$ cat src/hw/rtl/trng_pkg.sv
// trng_pkg: shared types and constants of the trivium random generator
// used by the controller, the datapath, the divider and the top level
// no dependencies
`default_nettype none

package trng_pkg;

  localparam int StateBits  = 288;
  localparam int WordBits   = 32;
  localparam int ByteBits   = 8;
  localparam int WarmSteps  = 4 * StateBits;
  localparam int WarmCycles = WarmSteps / WordBits;
  localparam int WarmCntW   = $clog2(WarmCycles);
  localparam int CountW     = 7;
  localparam int MaxBytes   = 64;
  localparam int DivCntW    = $clog2(WordBits);
  localparam int SeedCntW   = 16;

  typedef enum logic [1:0] {
    OP_RESEED = 2'd0,
    OP_WORD   = 2'd1,
    OP_RANGE  = 2'd2,
    OP_BYTES  = 2'd3
  } trng_op_e;

  typedef enum logic [1:0] {
    REG_KEY_LOW  = 2'd0,
    REG_KEY_HIGH = 2'd1,
    REG_IFACE_ID = 2'd2,
    REG_ENTROPY  = 2'd3
  } trng_reg_e;

  typedef enum logic [2:0] {
    ST_IDLE,
    ST_WARM,
    ST_WORD,
    ST_RANGE,
    ST_DIV,
    ST_BYTE,
    ST_EMIT
  } trng_state_e;

  typedef enum logic [2:0] {
    SEL_ZERO,
    SEL_WORD,
    SEL_LOW,
    SEL_RANGE,
    SEL_BYTE
  } trng_sel_e;

  // controller to datapath
  typedef struct packed {
    logic      capture;
    logic      load_seed;
    logic      adv_word;
    logic      adv_byte;
    logic      div_start;
    logic      emit;
    logic      emit_last;
    trng_sel_e emit_sel;
  } trng_cmd_t;

  // datapath to controller
  typedef struct packed {
    logic out_free;
    logic range_trivial;
    logic span_zero;
    logic div_busy;
  } trng_stat_t;

endpackage

`default_nettype wire

$ cat src/hw/rtl/trng_divider.sv
// trng_divider: restoring remainder unit, one quotient bit per cycle
// depends on trng_pkg
`default_nettype none

module trng_divider
  import trng_pkg::*;
(
  input  wire logic                clk_i,
  input  wire logic                rst_ni,
  input  wire logic                start_i,
  input  wire logic [WordBits-1:0] dividend_i,
  input  wire logic [WordBits-1:0] divisor_i,
  output logic                     busy_o,
  output logic [WordBits-1:0]      rem_o
);

  logic                busy_q, busy_d;
  logic [DivCntW-1:0]  cnt_q, cnt_d;
  logic [WordBits-1:0] num_q, num_d;
  logic [WordBits-1:0] den_q, den_d;
  logic [WordBits-1:0] rem_q, rem_d;
  logic [WordBits:0]   rem_sh;
  logic [WordBits:0]   rem_sub;

  always_comb begin
    rem_sh  = {rem_q, num_q[WordBits-1]};
    rem_sub = rem_sh - {1'b0, den_q};
    busy_d  = busy_q;
    cnt_d   = cnt_q;
    num_d   = num_q;
    den_d   = den_q;
    rem_d   = rem_q;
    if (start_i) begin
      busy_d = 1'b1;
      cnt_d  = '0;
      num_d  = dividend_i;
      den_d  = divisor_i;
      rem_d  = '0;
    end else if (busy_q) begin
      num_d = {num_q[WordBits-2:0], 1'b0};
      // for a nonzero divisor the remainder stays below the divisor, so it fits the word
      rem_d = rem_sub[WordBits] ? rem_sh[WordBits-1:0] : rem_sub[WordBits-1:0];
      cnt_d = cnt_q + 1'b1;
      if (cnt_q == DivCntW'(WordBits - 1)) begin
        busy_d = 1'b0;
      end
    end
  end

  always_ff @(posedge clk_i or negedge rst_ni) begin
    if (!rst_ni) begin
      busy_q <= 1'b0;
      cnt_q  <= '0;
    end else begin
      busy_q <= busy_d;
      cnt_q  <= cnt_d;
    end
  end

  always_ff @(posedge clk_i) begin
    num_q <= num_d;
    den_q <= den_d;
    rem_q <= rem_d;
  end

  assign busy_o = busy_q;
  assign rem_o  = rem_q;

endmodule

`default_nettype wire

$ cat src/hw/rtl/trng_datapath.sv
// trng_datapath: cipher state, 32-step or 8-step unrolled update, seed load,
// range arithmetic and output register; depends on trng_pkg, trng_divider
`default_nettype none

module trng_datapath
  import trng_pkg::*;
(
  input  wire logic                clk_i,
  input  wire logic                rst_ni,
  input  wire trng_cmd_t           cmd_i,
  output trng_stat_t               stat_o,
  input  wire logic [63:0]         key_low_i,
  input  wire logic [15:0]         key_high_i,
  input  wire logic [63:0]         iface_id_i,
  input  wire logic [WordBits-1:0] entropy_i,
  input  wire logic [WordBits-1:0] range_low_i,
  input  wire logic [WordBits-1:0] range_high_i,
  input  wire logic                out_ready_i,
  output logic                     out_valid_o,
  output logic [WordBits-1:0]      out_value_o,
  output logic                     out_last_o
);

  // s(n) lives in bit n-1
  logic [StateBits-1:0] st_q, st_d;
  logic [SeedCntW-1:0]  seed_cnt_q, seed_cnt_d;
  logic [WordBits-1:0]  word_q;
  logic [WordBits-1:0]  low_q, high_q;
  logic                 out_valid_q;
  logic [WordBits-1:0]  out_value_q;
  logic                 out_last_q;

  logic [WordBits-1:0]  z, t1, t2, t3;
  logic [WordBits-1:0]  word_now;
  logic [WordBits-1:0]  span;
  logic [WordBits-1:0]  rem;
  logic                 div_busy;
  logic [WordBits-1:0]  emit_value;

  function automatic logic [StateBits-1:0] seed_state(
    input logic [63:0]         key_lo,
    input logic [15:0]         key_hi,
    input logic [63:0]         iface,
    input logic [SeedCntW-1:0] cnt
  );
    logic [StateBits-1:0] s;
    s = '0;
    s[63:0]  = key_lo;
    s[79:64] = key_hi;
    // iv bytes 0..7 are the identifier, most significant byte first
    for (int i = 0; i < 8; i++) begin
      s[93 + 8*i +: 8] = iface[56 - 8*i +: 8];
    end
    s[157 +: 8] = cnt[15:8];
    s[165 +: 8] = cnt[7:0];
    s[287:285]  = 3'b111;
    return s;
  endfunction

  // k steps at once; feedback taps sit far enough back for k up to 32
  function automatic logic [StateBits-1:0] shift_state(
    input logic [StateBits-1:0] s,
    input logic [WordBits-1:0]  f1,
    input logic [WordBits-1:0]  f2,
    input logic [WordBits-1:0]  f3,
    input int                   k
  );
    logic [StateBits-1:0] r;
    r = s;
    for (int n = 0; n < 93; n++) begin
      if (n < k) r[n] = f3[k-1-n];
      else       r[n] = s[n-k];
    end
    for (int n = 93; n < 177; n++) begin
      if (n - 93 < k) r[n] = f1[k-1-(n-93)];
      else            r[n] = s[n-k];
    end
    for (int n = 177; n < StateBits; n++) begin
      if (n - 177 < k) r[n] = f2[k-1-(n-177)];
      else             r[n] = s[n-k];
    end
    return r;
  endfunction

  // taps of 32 consecutive steps, all taken from the current state
  always_comb begin
    for (int i = 0; i < WordBits; i++) begin
      z[i]  = st_q[65-i] ^ st_q[92-i] ^ st_q[161-i] ^ st_q[176-i]
            ^ st_q[242-i] ^ st_q[287-i];
      t1[i] = st_q[65-i] ^ st_q[92-i] ^ (st_q[90-i] & st_q[91-i]) ^ st_q[170-i];
      t2[i] = st_q[161-i] ^ st_q[176-i] ^ (st_q[174-i] & st_q[175-i]) ^ st_q[263-i];
      t3[i] = st_q[242-i] ^ st_q[287-i] ^ (st_q[285-i] & st_q[286-i]) ^ st_q[68-i];
    end
  end

  assign word_now = z + entropy_i;
  assign span     = high_q - low_q + 1'b1;

  always_comb begin
    st_d       = st_q;
    seed_cnt_d = seed_cnt_q;
    if (cmd_i.load_seed) begin
      seed_cnt_d = seed_cnt_q + 1'b1;
      st_d       = seed_state(key_low_i, key_high_i, iface_id_i, seed_cnt_d);
    end else if (cmd_i.adv_word) begin
      st_d = shift_state(st_q, t1, t2, t3, WordBits);
    end else if (cmd_i.adv_byte) begin
      st_d = shift_state(st_q, t1, t2, t3, ByteBits);
    end
  end

  always_ff @(posedge clk_i or negedge rst_ni) begin
    if (!rst_ni) begin
      st_q       <= '0;
      seed_cnt_q <= '0;
    end else begin
      st_q       <= st_d;
      seed_cnt_q <= seed_cnt_d;
    end
  end

  // low byte of the sum only depends on the low bytes, so bytes reuse it
  always_ff @(posedge clk_i) begin
    if (cmd_i.adv_word || cmd_i.adv_byte) begin
      word_q <= word_now;
    end
    if (cmd_i.capture) begin
      low_q  <= range_low_i;
      high_q <= range_high_i;
    end
  end

  trng_divider u_divider (
    .clk_i      (clk_i),
    .rst_ni     (rst_ni),
    .start_i    (cmd_i.div_start),
    .dividend_i (word_now),
    .divisor_i  (span),
    .busy_o     (div_busy),
    .rem_o      (rem)
  );

  always_comb begin
    case (cmd_i.emit_sel)
      SEL_ZERO:  emit_value = '0;
      SEL_WORD:  emit_value = word_q;
      SEL_LOW:   emit_value = low_q;
      SEL_RANGE: emit_value = low_q + rem;
      SEL_BYTE:  emit_value = {{(WordBits-ByteBits){1'b0}}, word_q[ByteBits-1:0]};
      default:   emit_value = '0;
    endcase
  end

  always_ff @(posedge clk_i or negedge rst_ni) begin
    if (!rst_ni) begin
      out_valid_q <= 1'b0;
    end else if (cmd_i.emit) begin
      out_valid_q <= 1'b1;
    end else if (out_ready_i) begin
      out_valid_q <= 1'b0;
    end
  end

  always_ff @(posedge clk_i) begin
    if (cmd_i.emit) begin
      out_value_q <= emit_value;
      out_last_q  <= cmd_i.emit_last;
    end
  end

  assign stat_o.out_free      = !out_valid_q || out_ready_i;
  assign stat_o.range_trivial = !(high_q > low_q);
  assign stat_o.span_zero     = (span == '0);
  assign stat_o.div_busy      = div_busy;

  assign out_valid_o = out_valid_q;
  assign out_value_o = out_value_q;
  assign out_last_o  = out_last_q;

endmodule

`default_nettype wire

$ cat src/hw/rtl/trng_ctrl.sv
// trng_ctrl: command sequencer for the random generator
// depends on trng_pkg
`default_nettype none

module trng_ctrl
  import trng_pkg::*;
(
  input  wire logic              clk_i,
  input  wire logic              rst_ni,
  input  wire logic              in_valid_i,
  output logic                   in_ready_o,
  input  wire trng_op_e          op_i,
  input  wire logic [CountW-1:0] byte_count_i,
  input  wire trng_stat_t        stat_i,
  output trng_cmd_t              cmd_o
);

  trng_state_e           state_q, state_d;
  trng_op_e              op_q, op_d;
  trng_sel_e             sel_q, sel_d;
  logic [WarmCntW-1:0]   warm_q, warm_d;
  logic [CountW-1:0]     left_q, left_d;
  logic [CountW-1:0]     count_sat;

  assign count_sat = (byte_count_i > CountW'(MaxBytes)) ? CountW'(MaxBytes) : byte_count_i;

  always_comb begin
    state_d = state_q;
    op_d    = op_q;
    sel_d   = sel_q;
    warm_d  = warm_q;
    left_d  = left_q;
    cmd_o   = '0;
    cmd_o.emit_sel = sel_q;
    in_ready_o     = (state_q == ST_IDLE);
    unique case (state_q)
      ST_IDLE: begin
        if (in_valid_i) begin
          cmd_o.capture = 1'b1;
          op_d          = op_i;
          unique case (op_i)
            OP_RESEED: begin
              cmd_o.load_seed = 1'b1;
              warm_d          = '0;
              state_d         = ST_WARM;
            end
            OP_WORD:  state_d = ST_WORD;
            OP_RANGE: state_d = ST_RANGE;
            OP_BYTES: begin
              left_d = count_sat;
              if (count_sat != '0) begin
                state_d = ST_BYTE;
              end
            end
            default: state_d = ST_IDLE;
          endcase
        end
      end
      ST_WARM: begin
        cmd_o.adv_word = 1'b1;
        warm_d         = warm_q + 1'b1;
        if (warm_q == WarmCntW'(WarmCycles - 1)) begin
          sel_d   = SEL_ZERO;
          state_d = ST_EMIT;
        end
      end
      ST_WORD: begin
        cmd_o.adv_word = 1'b1;
        sel_d          = SEL_WORD;
        state_d        = ST_EMIT;
      end
      ST_RANGE: begin
        if (stat_i.range_trivial) begin
          sel_d   = SEL_LOW;
          state_d = ST_EMIT;
        end else begin
          cmd_o.adv_word = 1'b1;
          if (stat_i.span_zero) begin
            sel_d   = SEL_WORD;
            state_d = ST_EMIT;
          end else begin
            cmd_o.div_start = 1'b1;
            state_d         = ST_DIV;
          end
        end
      end
      ST_DIV: begin
        if (!stat_i.div_busy) begin
          sel_d   = SEL_RANGE;
          state_d = ST_EMIT;
        end
      end
      ST_BYTE: begin
        cmd_o.adv_byte = 1'b1;
        sel_d          = SEL_BYTE;
        state_d        = ST_EMIT;
      end
      ST_EMIT: begin
        if (stat_i.out_free) begin
          cmd_o.emit      = 1'b1;
          cmd_o.emit_last = (op_q != OP_BYTES) || (left_q == CountW'(1));
          if ((op_q == OP_BYTES) && (left_q != CountW'(1))) begin
            left_d  = left_q - 1'b1;
            state_d = ST_BYTE;
          end else begin
            state_d = ST_IDLE;
          end
        end
      end
      default: state_d = ST_IDLE;
    endcase
  end

  always_ff @(posedge clk_i or negedge rst_ni) begin
    if (!rst_ni) begin
      state_q <= ST_IDLE;
      op_q    <= OP_RESEED;
      sel_q   <= SEL_ZERO;
      warm_q  <= '0;
      left_q  <= '0;
    end else begin
      state_q <= state_d;
      op_q    <= op_d;
      sel_q   <= sel_d;
      warm_q  <= warm_d;
      left_q  <= left_d;
    end
  end

endmodule

`default_nettype wire

$ cat src/hw/rtl/trivium_random_generator.sv
// trivium_random_generator: top level with register file and stream ports
// depends on trng_pkg, trng_ctrl, trng_datapath (with trng_divider)
`default_nettype none

// Trivium keystream generator with a 288-bit state. One command beat comes
// in on the slave stream (tuser = command, tdata = range bounds and byte
// count); result beats leave on the master stream, tlast marking the final
// beat of each command. When stepped, the state advances 32 cipher steps
// per cycle through an unrolled update, or 8 steps for a byte. A reseed
// loads the seed, runs the warm-up in 32-step advances, then sends the
// zero acknowledge beat; a word advances and sends the word; a range that
// needs no division sends the low bound or the word, else waits for the
// one-bit-per-cycle remainder unit; each byte is one advance and beat. A
// new command is taken once the previous one has put its last beat into the
// output register, even while that beat still waits for tready. Registers
// sit on the APB port at 8-byte steps and should only be written while idle.

module trivium_random_generator
  import trng_pkg::*;
(
  input  wire logic        clk_i,
  input  wire logic        rst_ni,
  // configuration port
  input  wire logic        psel,
  input  wire logic        penable,
  input  wire logic        pwrite,
  input  wire logic [4:0]  paddr,
  input  wire logic [63:0] pwdata,
  output logic [63:0]      prdata,
  output logic             pready,
  // command stream
  input  wire logic        s_axis_tvalid,
  output logic             s_axis_tready,
  input  wire logic [71:0] s_axis_tdata,  // range_low[31:0], range_high[63:32],
                                          // byte_count[70:64], zero pad
  input  wire logic [1:0]  s_axis_tuser,  // command[1:0]
  // result stream
  output logic             m_axis_tvalid,
  input  wire logic        m_axis_tready,
  output logic [31:0]      m_axis_tdata,  // random_value[31:0]
  output logic             m_axis_tlast   // last
);

  logic [63:0]         key_low_q;
  logic [15:0]         key_high_q;
  logic [63:0]         iface_id_q;
  logic [WordBits-1:0] entropy_q;
  trng_reg_e           reg_idx;
  logic                wr_en;

  trng_cmd_t           cmd;
  trng_stat_t          stat;

  // register file, one 64-bit slot per register
  assign pready  = 1'b1;
  assign reg_idx = trng_reg_e'(paddr[4:3]);
  assign wr_en   = psel && penable && pwrite && pready;

  always_ff @(posedge clk_i or negedge rst_ni) begin
    if (!rst_ni) begin
      key_low_q  <= '0;
      key_high_q <= '0;
      iface_id_q <= '0;
      entropy_q  <= '0;
    end else if (wr_en) begin
      unique case (reg_idx)
        REG_KEY_LOW:  key_low_q  <= pwdata;
        REG_KEY_HIGH: key_high_q <= pwdata[15:0];
        REG_IFACE_ID: iface_id_q <= pwdata;
        REG_ENTROPY:  entropy_q  <= pwdata[WordBits-1:0];
        default:      key_low_q  <= key_low_q;
      endcase
    end
  end

  // read-back
  always_comb begin
    unique case (reg_idx)
      REG_KEY_LOW:  prdata = key_low_q;
      REG_KEY_HIGH: prdata = {48'd0, key_high_q};
      REG_IFACE_ID: prdata = iface_id_q;
      REG_ENTROPY:  prdata = {32'd0, entropy_q};
      default:      prdata = '0;
    endcase
  end

  // sequencer
  trng_ctrl u_ctrl (
    .clk_i        (clk_i),
    .rst_ni       (rst_ni),
    .in_valid_i   (s_axis_tvalid),
    .in_ready_o   (s_axis_tready),
    .op_i         (trng_op_e'(s_axis_tuser)),
    .byte_count_i (s_axis_tdata[70:64]),
    .stat_i       (stat),
    .cmd_o        (cmd)
  );

  // cipher, range arithmetic and output beat register
  trng_datapath u_datapath (
    .clk_i        (clk_i),
    .rst_ni       (rst_ni),
    .cmd_i        (cmd),
    .stat_o       (stat),
    .key_low_i    (key_low_q),
    .key_high_i   (key_high_q),
    .iface_id_i   (iface_id_q),
    .entropy_i    (entropy_q),
    .range_low_i  (s_axis_tdata[31:0]),
    .range_high_i (s_axis_tdata[63:32]),
    .out_ready_i  (m_axis_tready),
    .out_valid_o  (m_axis_tvalid),
    .out_value_o  (m_axis_tdata),
    .out_last_o   (m_axis_tlast)
  );

endmodule

`default_nettype wire
$ cat config.mk
export PLATFORM = sky130hd
export DESIGN_NAME = trivium_random_generator
export DESIGN_NICKNAME = d
export VERILOG_FILES = /design/src/hw/rtl/trng_pkg.sv /design/src/hw/rtl/trng_divider.sv /design/src/hw/rtl/trng_datapath.sv /design/src/hw/rtl/trng_ctrl.sv /design/src/hw/rtl/trivium_random_generator.sv
export SDC_FILE = /design/constraint.sdc
export NUM_CORES = 2
export LEC_CHECK = 0
export BUFFER_PORTS_ARGS = -buffer_cell sky130_fd_sc_hd__buf_2
export CAP_MARGIN = 20
export CORE_UTILIZATION = 25
export CTS_CLUSTER_DIAMETER = 80
export DETAILED_ROUTE_END_ITERATION = 8
export PLACE_DENSITY = 0.5
export SLEW_MARGIN = 20
export SYNTH_ARGS = -nofsm -noshare
export SYNTH_HDL_FRONTEND = slang
export SYNTH_SLANG_ARGS = --single-unit
$ cat constraint.sdc
create_clock -name clk_i -period 5.36 [get_ports clk_i]
set_input_delay 0.536 -clock clk_i [delete_from_list [all_inputs] [get_ports clk_i]]
set_output_delay 0.536 -clock clk_i [all_outputs]
set_load 0.02 [all_outputs]
# Yosys cells after proc, flatten, opt, wreduce, memory -nomap -nowiden
# Cells that the tools add are included.
# totals
ram_bits,0
rom_bits,0
memories,0
latch_bits,0
reg_bits,733
# classes
n_mux,50
n_shift,0
n_reduce_logical,30
add_sub_neg,9
mul,0
div,0
eq_ne,31
order_cmp,2
bitwise,512
# op_table
cell,n
288-bit two-way mux,3
1-bit XOR,416
64-bit one-hot mux with 4 select lines,1
32-bit one-hot mux with 4 select lines,1
1-bit bitwise AND,96
32-bit two-way mux,3
32-bit adder,2
7-bit two-way mux,5
33-bit by 32-bit subtractor with 33-bit output,1
"32-bit by 1-bit adder with 32-bit output, second input constant",1
32-bit > comparator,1
32-bit zero test,1
32-bit subtractor,1
3-bit two-way mux,10
3-bit one-hot mux with 6 select lines,1
"16-bit by 1-bit adder with 16-bit output, second input constant",1
3-bit one-hot mux with 5 select lines,1
7-bit one-hot mux with 2 select lines,1
"3-bit by 2-bit == test with 1-bit output, second input constant",4
"3-bit == test, second input constant",4
2-bit two-way mux,6
6-bit two-way mux,2
3-bit one-hot mux with 4 select lines,1
6-bit one-hot mux with 2 select lines,1
other kinds (32),70

# Logic depth before layout (Yosys ltp)
# depth
ltp_word,7
depth_mapped,20
mapped_depth_nobuf,17

# By module
# A second synthesis with hierarchy kept.
# hier_totals
cells_unflattened,4581
area_unflattened_um2,45202.1
# by_module_without_submodules
mod,cells_per_inst,area_per_inst_um2,instances,seq_area_each_um2
trng_datapath,3349,30137.7,1,11506.0
trivium_random_generator,508,7800.0,1,4404.2
trng_divider,560,5806.8,1,2712.6
trng_ctrl,164,1457.6,1,525.5

# Worst setup path before layout
# OpenSTA, ideal clock, no wires.
# synth_path
path_type,reg-to-reg
startpoint,reg u_datapath.low_q[4]
endpoint,reg u_datapath.u_divider.num_q[0] (enable)
synth_period_minus_slack_ps,4846
arrival_time_ps,4438
setup_ps,407
path_stages_with_launch,18
path_slack_ps,514
path_buffers,2
t_required_ps,4953
cell_sequence,edfxtp_1 -> inv_1 -> ha_1 -> inv_1 -> fa_1 -> and2b_4 -> nand3_1 -> a211oi_4 -> o211ai_2 -> a31o_1 -> o211a_1 -> or3b_4 -> a2111oi_4 -> a31oi_1 -> and3_1 -> buf_6 -> buf_2 -> or2_1
# synth_via
elab_chain_len,7
# synth_lines
item,line_no,rtl
"start, declared",trng_datapath.sv:28,"logic [WordBits-1:0] low_q, high_q;"
"start signal, assigned",trng_datapath.sv:128,low_q <= range_low_i;
32-bit subtractor,trng_datapath.sv:97,assign span = high_q - low_q + 1'b1;
32-bit by 1-bit adder with 32-bit output,trng_datapath.sv:97,
32-bit zero test,trng_datapath.sv:173,assign stat_o.span_zero = (span == '0);
1-bit two-way mux,trng_ctrl.sv:78,if (stat_i.span_zero) begin
1-bit two-way mux *,trng_ctrl.sv:73,if (stat_i.range_trivial) begin
1-bit two-way mux *,trng_ctrl.sv:36,unique case (state_q)
2-bit nonzero test (no source line) *,-,
"end signal, assigned",trng_divider.sv:61,num_q <= num_d;
"end, declared",trng_divider.sv:19,"logic [WordBits-1:0] num_q, num_d;"
# Every way passes the cells marked *; elsewhere a longest branch is shown, timed or not.
# A chain may end at the register's enable or synchronous reset.

# Worst setup path after layout
# layout_path
startpoint,reg u_datapath.low_q[2]
endpoint,"reg u_datapath.u_divider.num_q[11], data pin"
# layout_via
elab_chain_len,7
# layout_lines
item,line_no,rtl
32-bit subtractor,trng_datapath.sv:97,
32-bit by 1-bit adder with 32-bit output,trng_datapath.sv:97,
via u_datapath.span[14],trng_datapath.sv:35,logic [WordBits-1:0] span;
32-bit zero test,trng_datapath.sv:173,
1-bit two-way mux,trng_ctrl.sv:78,
1-bit two-way mux,trng_ctrl.sv:73,
1-bit two-way mux,trng_ctrl.sv:36,
32-bit two-way mux,trng_divider.sv:33,if (start_i) begin
via u_datapath.u_divider.num_d[11],trng_divider.sv:19,
# The timed path passes the listed nets, and every way through them passes these cells.

==> flow_metrics.py <==
metrics = {
    "clock_tree": {
        "cts-root-buf": "clkbuf_16",
        "cts_sinks": 733,
        "cts_buffers": 93,
        "clk_pin_slew_ps": 60,
        "clkLatencyLatePin_ps": 750,
        "clock_path_buffers": 3,
        "h-tree-depth": 3,
        "cts_setup_buffers": 0,
        "cts_tree": "done",
    },
    "route": {
        "wl_per_cell_um": 25.51,
        "dr_total_vias": 34360,
        "firstDrtPassIters": 5,
        "routed_wl_um": 169000,
        "drc": 0,
        "detail-route-antenna-nets": 0,
        "drtIter0Drc": 3626,
        "viasPerCell": 5.186,
    },
    "placement": {
        "gp_congestion": 0.9647,
        "dp_hpwl_um": 126700,
        "place_ws_ps": 177.5,
        "dp_cells": 6374,
        "portBuffers": 244,
    },
    "synth": {
        "synth_edf_count": 193,
        "ys_types": 93,
        "ys.warnings.count": 0,
        "syn_nets": 4434,
        "synth_cells": 4098,
        "synth_area_mm2": 0.04298,
        "ys_seq_area_share_pct": 44.55,
        "synth_top_family_by_area": "compound AO/OA/AOI/OAI gates",
        "synth_flop_cell": "dfrtp_1",
        "synth_xor_area_share_pct": 9.944,
        "synth_compound_area_share_pct": 16.97,
        "synth-simple-area-share_pct": 10.21,
        "ys_ff_latch": 733,
        "synthArstFlopShare_pct": 69.30,
        "muxShareOfSynthArea_pct": 8.899,
        "synth_fa_ha_area_share_pct": 5.746,
        "syn_avg_cell_area_um2": 10.49,
    },
    "setup_path": {
        "critPathLaunchType": "flip-flop",
        "crit_chain": "inv_1, ha_1, inv_1, fa_1, buf_4, nand2b_1, nand3_1, a2111oi_1, a211oi_1, xnor2_1, a2111oi_2, nand4b_1, a2111oi_4, a31oi_1, buf_4, and3_4, buf_12, mux2_4",
        "worst-path-buf-inv": 5,
        "path_class": "flip-flop to flip-flop",
        "critical-path-slowest-cell": "a2111oi_1",
        "crit_fanout": 19,
        "crit_arrival_ps": 5480,
        "max_stage_delay_ps": 630,
        "worst_path_dominant_cell_family": "compound AO/OA/AOI/OAI gates",
        "required_ps": 5790,
        "end_kind": "flip-flop",
    },
    "sta": {
        "final.setup.tns_ps": 0,
        "slew_violations": 0,
        "finalSetupViolations": 0,
        "timing.slew.headroom_pct": 24.81,
        "hold_violations": 0,
        "clock.fmax_mhz": 198.1,
        "clock_skew_ps": 77.02,
        "fin_crit_sh_pct": 94.20,
        "setup_ws_ps": 311.0,
        "worst_pin_slew_ps": 1128,
        "rsz0062_at_grt": "no",
        "fin_crit_ps": 5049,
    },
    "global_route": {
        "use_met1_pct": 24.29,
        "grt_max_degree": 169,
        "antenna_found_initial": 19,
        "busiest_layer": "met2",
        "overflow": 0,
        "grt_pass1_wl_um": 242400,
        "track_usage_pct": 19.01,
        "grtUsageMet3_pct": 3.617,
        "use_met2_pct": 30.84,
        "first_global_vias": 33970,
    },
    "final_layout": {
        "nets": 4660,
        "final_util_pct": 29.97,
        "area_delta_synth_final_pct": 18.55,
        "layout-drive-gt1-share_pct": 18.54,
        "seq_area_mm2": 0.01915,
        "fill_cells": 17700,
        "multi_input_area_mm2": 0.02237,
        "final_cells": 6625,
    },
    "hold_path": {
        "hold_class": "input pin to flip-flop",
    },
    "run_status": {
        "status": "completed",
    },
    "floorplanning": {
        "die_w_um": 416.6,
        "rows": 151,
        "die_area_mm2": 0.1736,
        "coreArea_mm2": 0.1700,
        "ioPinCount": 250,
        "floorplan.initialDensity_pct": 25.28,
        "chipHeight_um": 416.6,
    },
    "job": {
        "cap_violations": 0,
    },
}
[cell usage in the layout, fill, tap and decap left out, types with 18 or more instances in the layout]
cell type	instances
nand3_1	82
o21ai_0	107
inv_1	129
buf_2	241
nand2_1	278
a211oi_1	45
xor2_1	130
dfxtp_1	32
mux2_4	28
clkbuf_8	20
a21oi_1	172
and3_1	23
fa_1	19
nor3_1	33
o22ai_1	20
buf_12	18
edfxtp_1	193
o211ai_1	55
nand2b_1	25
dfrtp_1	506
nand4_1	44
a221o_1	72
mux2_2	201
xnor2_1	357
a22oi_1	61
a31oi_1	23
mux2i_1	78
clkbuf_16	93
a221oi_1	130
a22o_1	85
ha_1	167
a21o_1	41
o221a_2	26
buf_4	76
nor2_1	399
dlygate4sd3_1	73
[final cells by class]
type                            instances  share of cell area [%]
Antenna cell                            6                 0.02947
Clock buffer                          127                   5.211
Clock inverter                         45                   1.211
Inverter                              130                  0.9576
Multi-Input combinational cell       2957                   43.90
Sequential cell                       733                   37.58
Tap cell                             2218                   5.446
Timing Repair Buffer                  409                   5.657
[cell usage after synthesis (85+ instances only)]
master      n  area share (%)
mux2_2    201             5.3
a21oi_1   172             2.0
o21ai_0   108             1.3
a221oi_1  130             2.6
inv_1     129             1.1
clkbuf_1  243             2.1
nand2_1   280             2.4
dfrtp_1   508              30
edfxtp_1  193              13
nor2_1    403             3.5
xor2_1    131             2.7
a22o_1     85             1.7
ha_1      167             4.9
xnor2_1   357             7.3
[sequential cells by signal, summed over array words and instances (netlist names), 32 cells and up]
signal and count:
u_datapath.st_q 288, u_datapath.u_divider.rem_o 32, u_datapath.high_q 32, key_low_q 64, iface_id_q 64, u_datapath.low_q 32
u_datapath.u_divider.den_q 32, u_datapath.word_q 32, u_datapath.out_value_o 32, entropy_q 32, u_datapath.u_divider.num_q 32
[stage by stage]
stage,cell area [um2],hold slack (ps)
global route,50940,17.14
finish,50960,46.49
floorplan,42980,240.4
detailed placement,46920,487.8
CTS,50920,0.1271
global placement,46920,486.9
[routing by layer]
metal	part of all wire, %	wire length, um	up-vias
met5	0.015	26	-
met4	5.3	8909	4
met3	6.3	10640	312
met2	47	78610	1184
met1	42	70810	17410
li1	-	-	15450
[logic make-up (layout without fill, tap and decap cells)]
kind of cell / count (synthesis) / count (layout)
adders and majority gates: 186 / 186
other: 1 / 7
and+or+nand+nor: 986 / 986
DFF: 733 / 733
xor gates and xnor gates: 488 / 488
buffers and inverters: 408 / 711
AOI/OAI and AO/OA: 973 / 973
muxes: 323 / 323
[worst reg2reg max path, delay by kind of cell, from the launching register on]
| kind | cells | cell delay [ps] |
|---|---|---|
| AO/OA/AOI/OAI | 5 | 1640 |
| AND/OR/NAND/NOR | 4 | 870 |
| multiplexers | 1 | 300 |
| adder cells (fa/ha/maj) | 2 | 650 |
| XOR/XNOR | 1 | 210 |
| buffers and inverters | 5 | 720 |
| flip-flops | 1 | 430 |
[worst paths after layout]
path                       slack (ps)                                  start  cells past startpoint                                        to
min in group asynchronous         500                                 rst_ni                      2          u_datapath.st_q[213]$_DFFE_PN0P_
setup / recovery                  310          u_datapath.low_q[2]$_DFFE_PP_                     18  u_datapath.u_divider.num_q[11]$_DFFE_PP_
hold / removal                     50                             pwdata[41]                      2                 key_low_q[41]$_DFFE_PN0P_
hold reg to reg                   500  u_datapath.seed_cnt_q[15]$_DFFE_PN0P_                      1     u_datapath.seed_cnt_q[15]$_DFFE_PN0P_
max in group asynchronous        3640                                 rst_ni                      3               u_ctrl.sel_q[0]$_DFFE_PN0P_
setup reg to reg                  310          u_datapath.low_q[2]$_DFFE_PP_                     18  u_datapath.u_divider.num_q[11]$_DFFE_PP_
[what timing repair did]
item                                    in CTS  in global routing
hold buffers                                73                  0
gates resized for setup                      0                  5
endpoints found under the setup margin       0                 64
endpoints found under the hold margin      189                  0
Power is left out: the tool's default activity adds up to more than one toggle a clock period on the data nets, which glitch-free logic cannot reach.
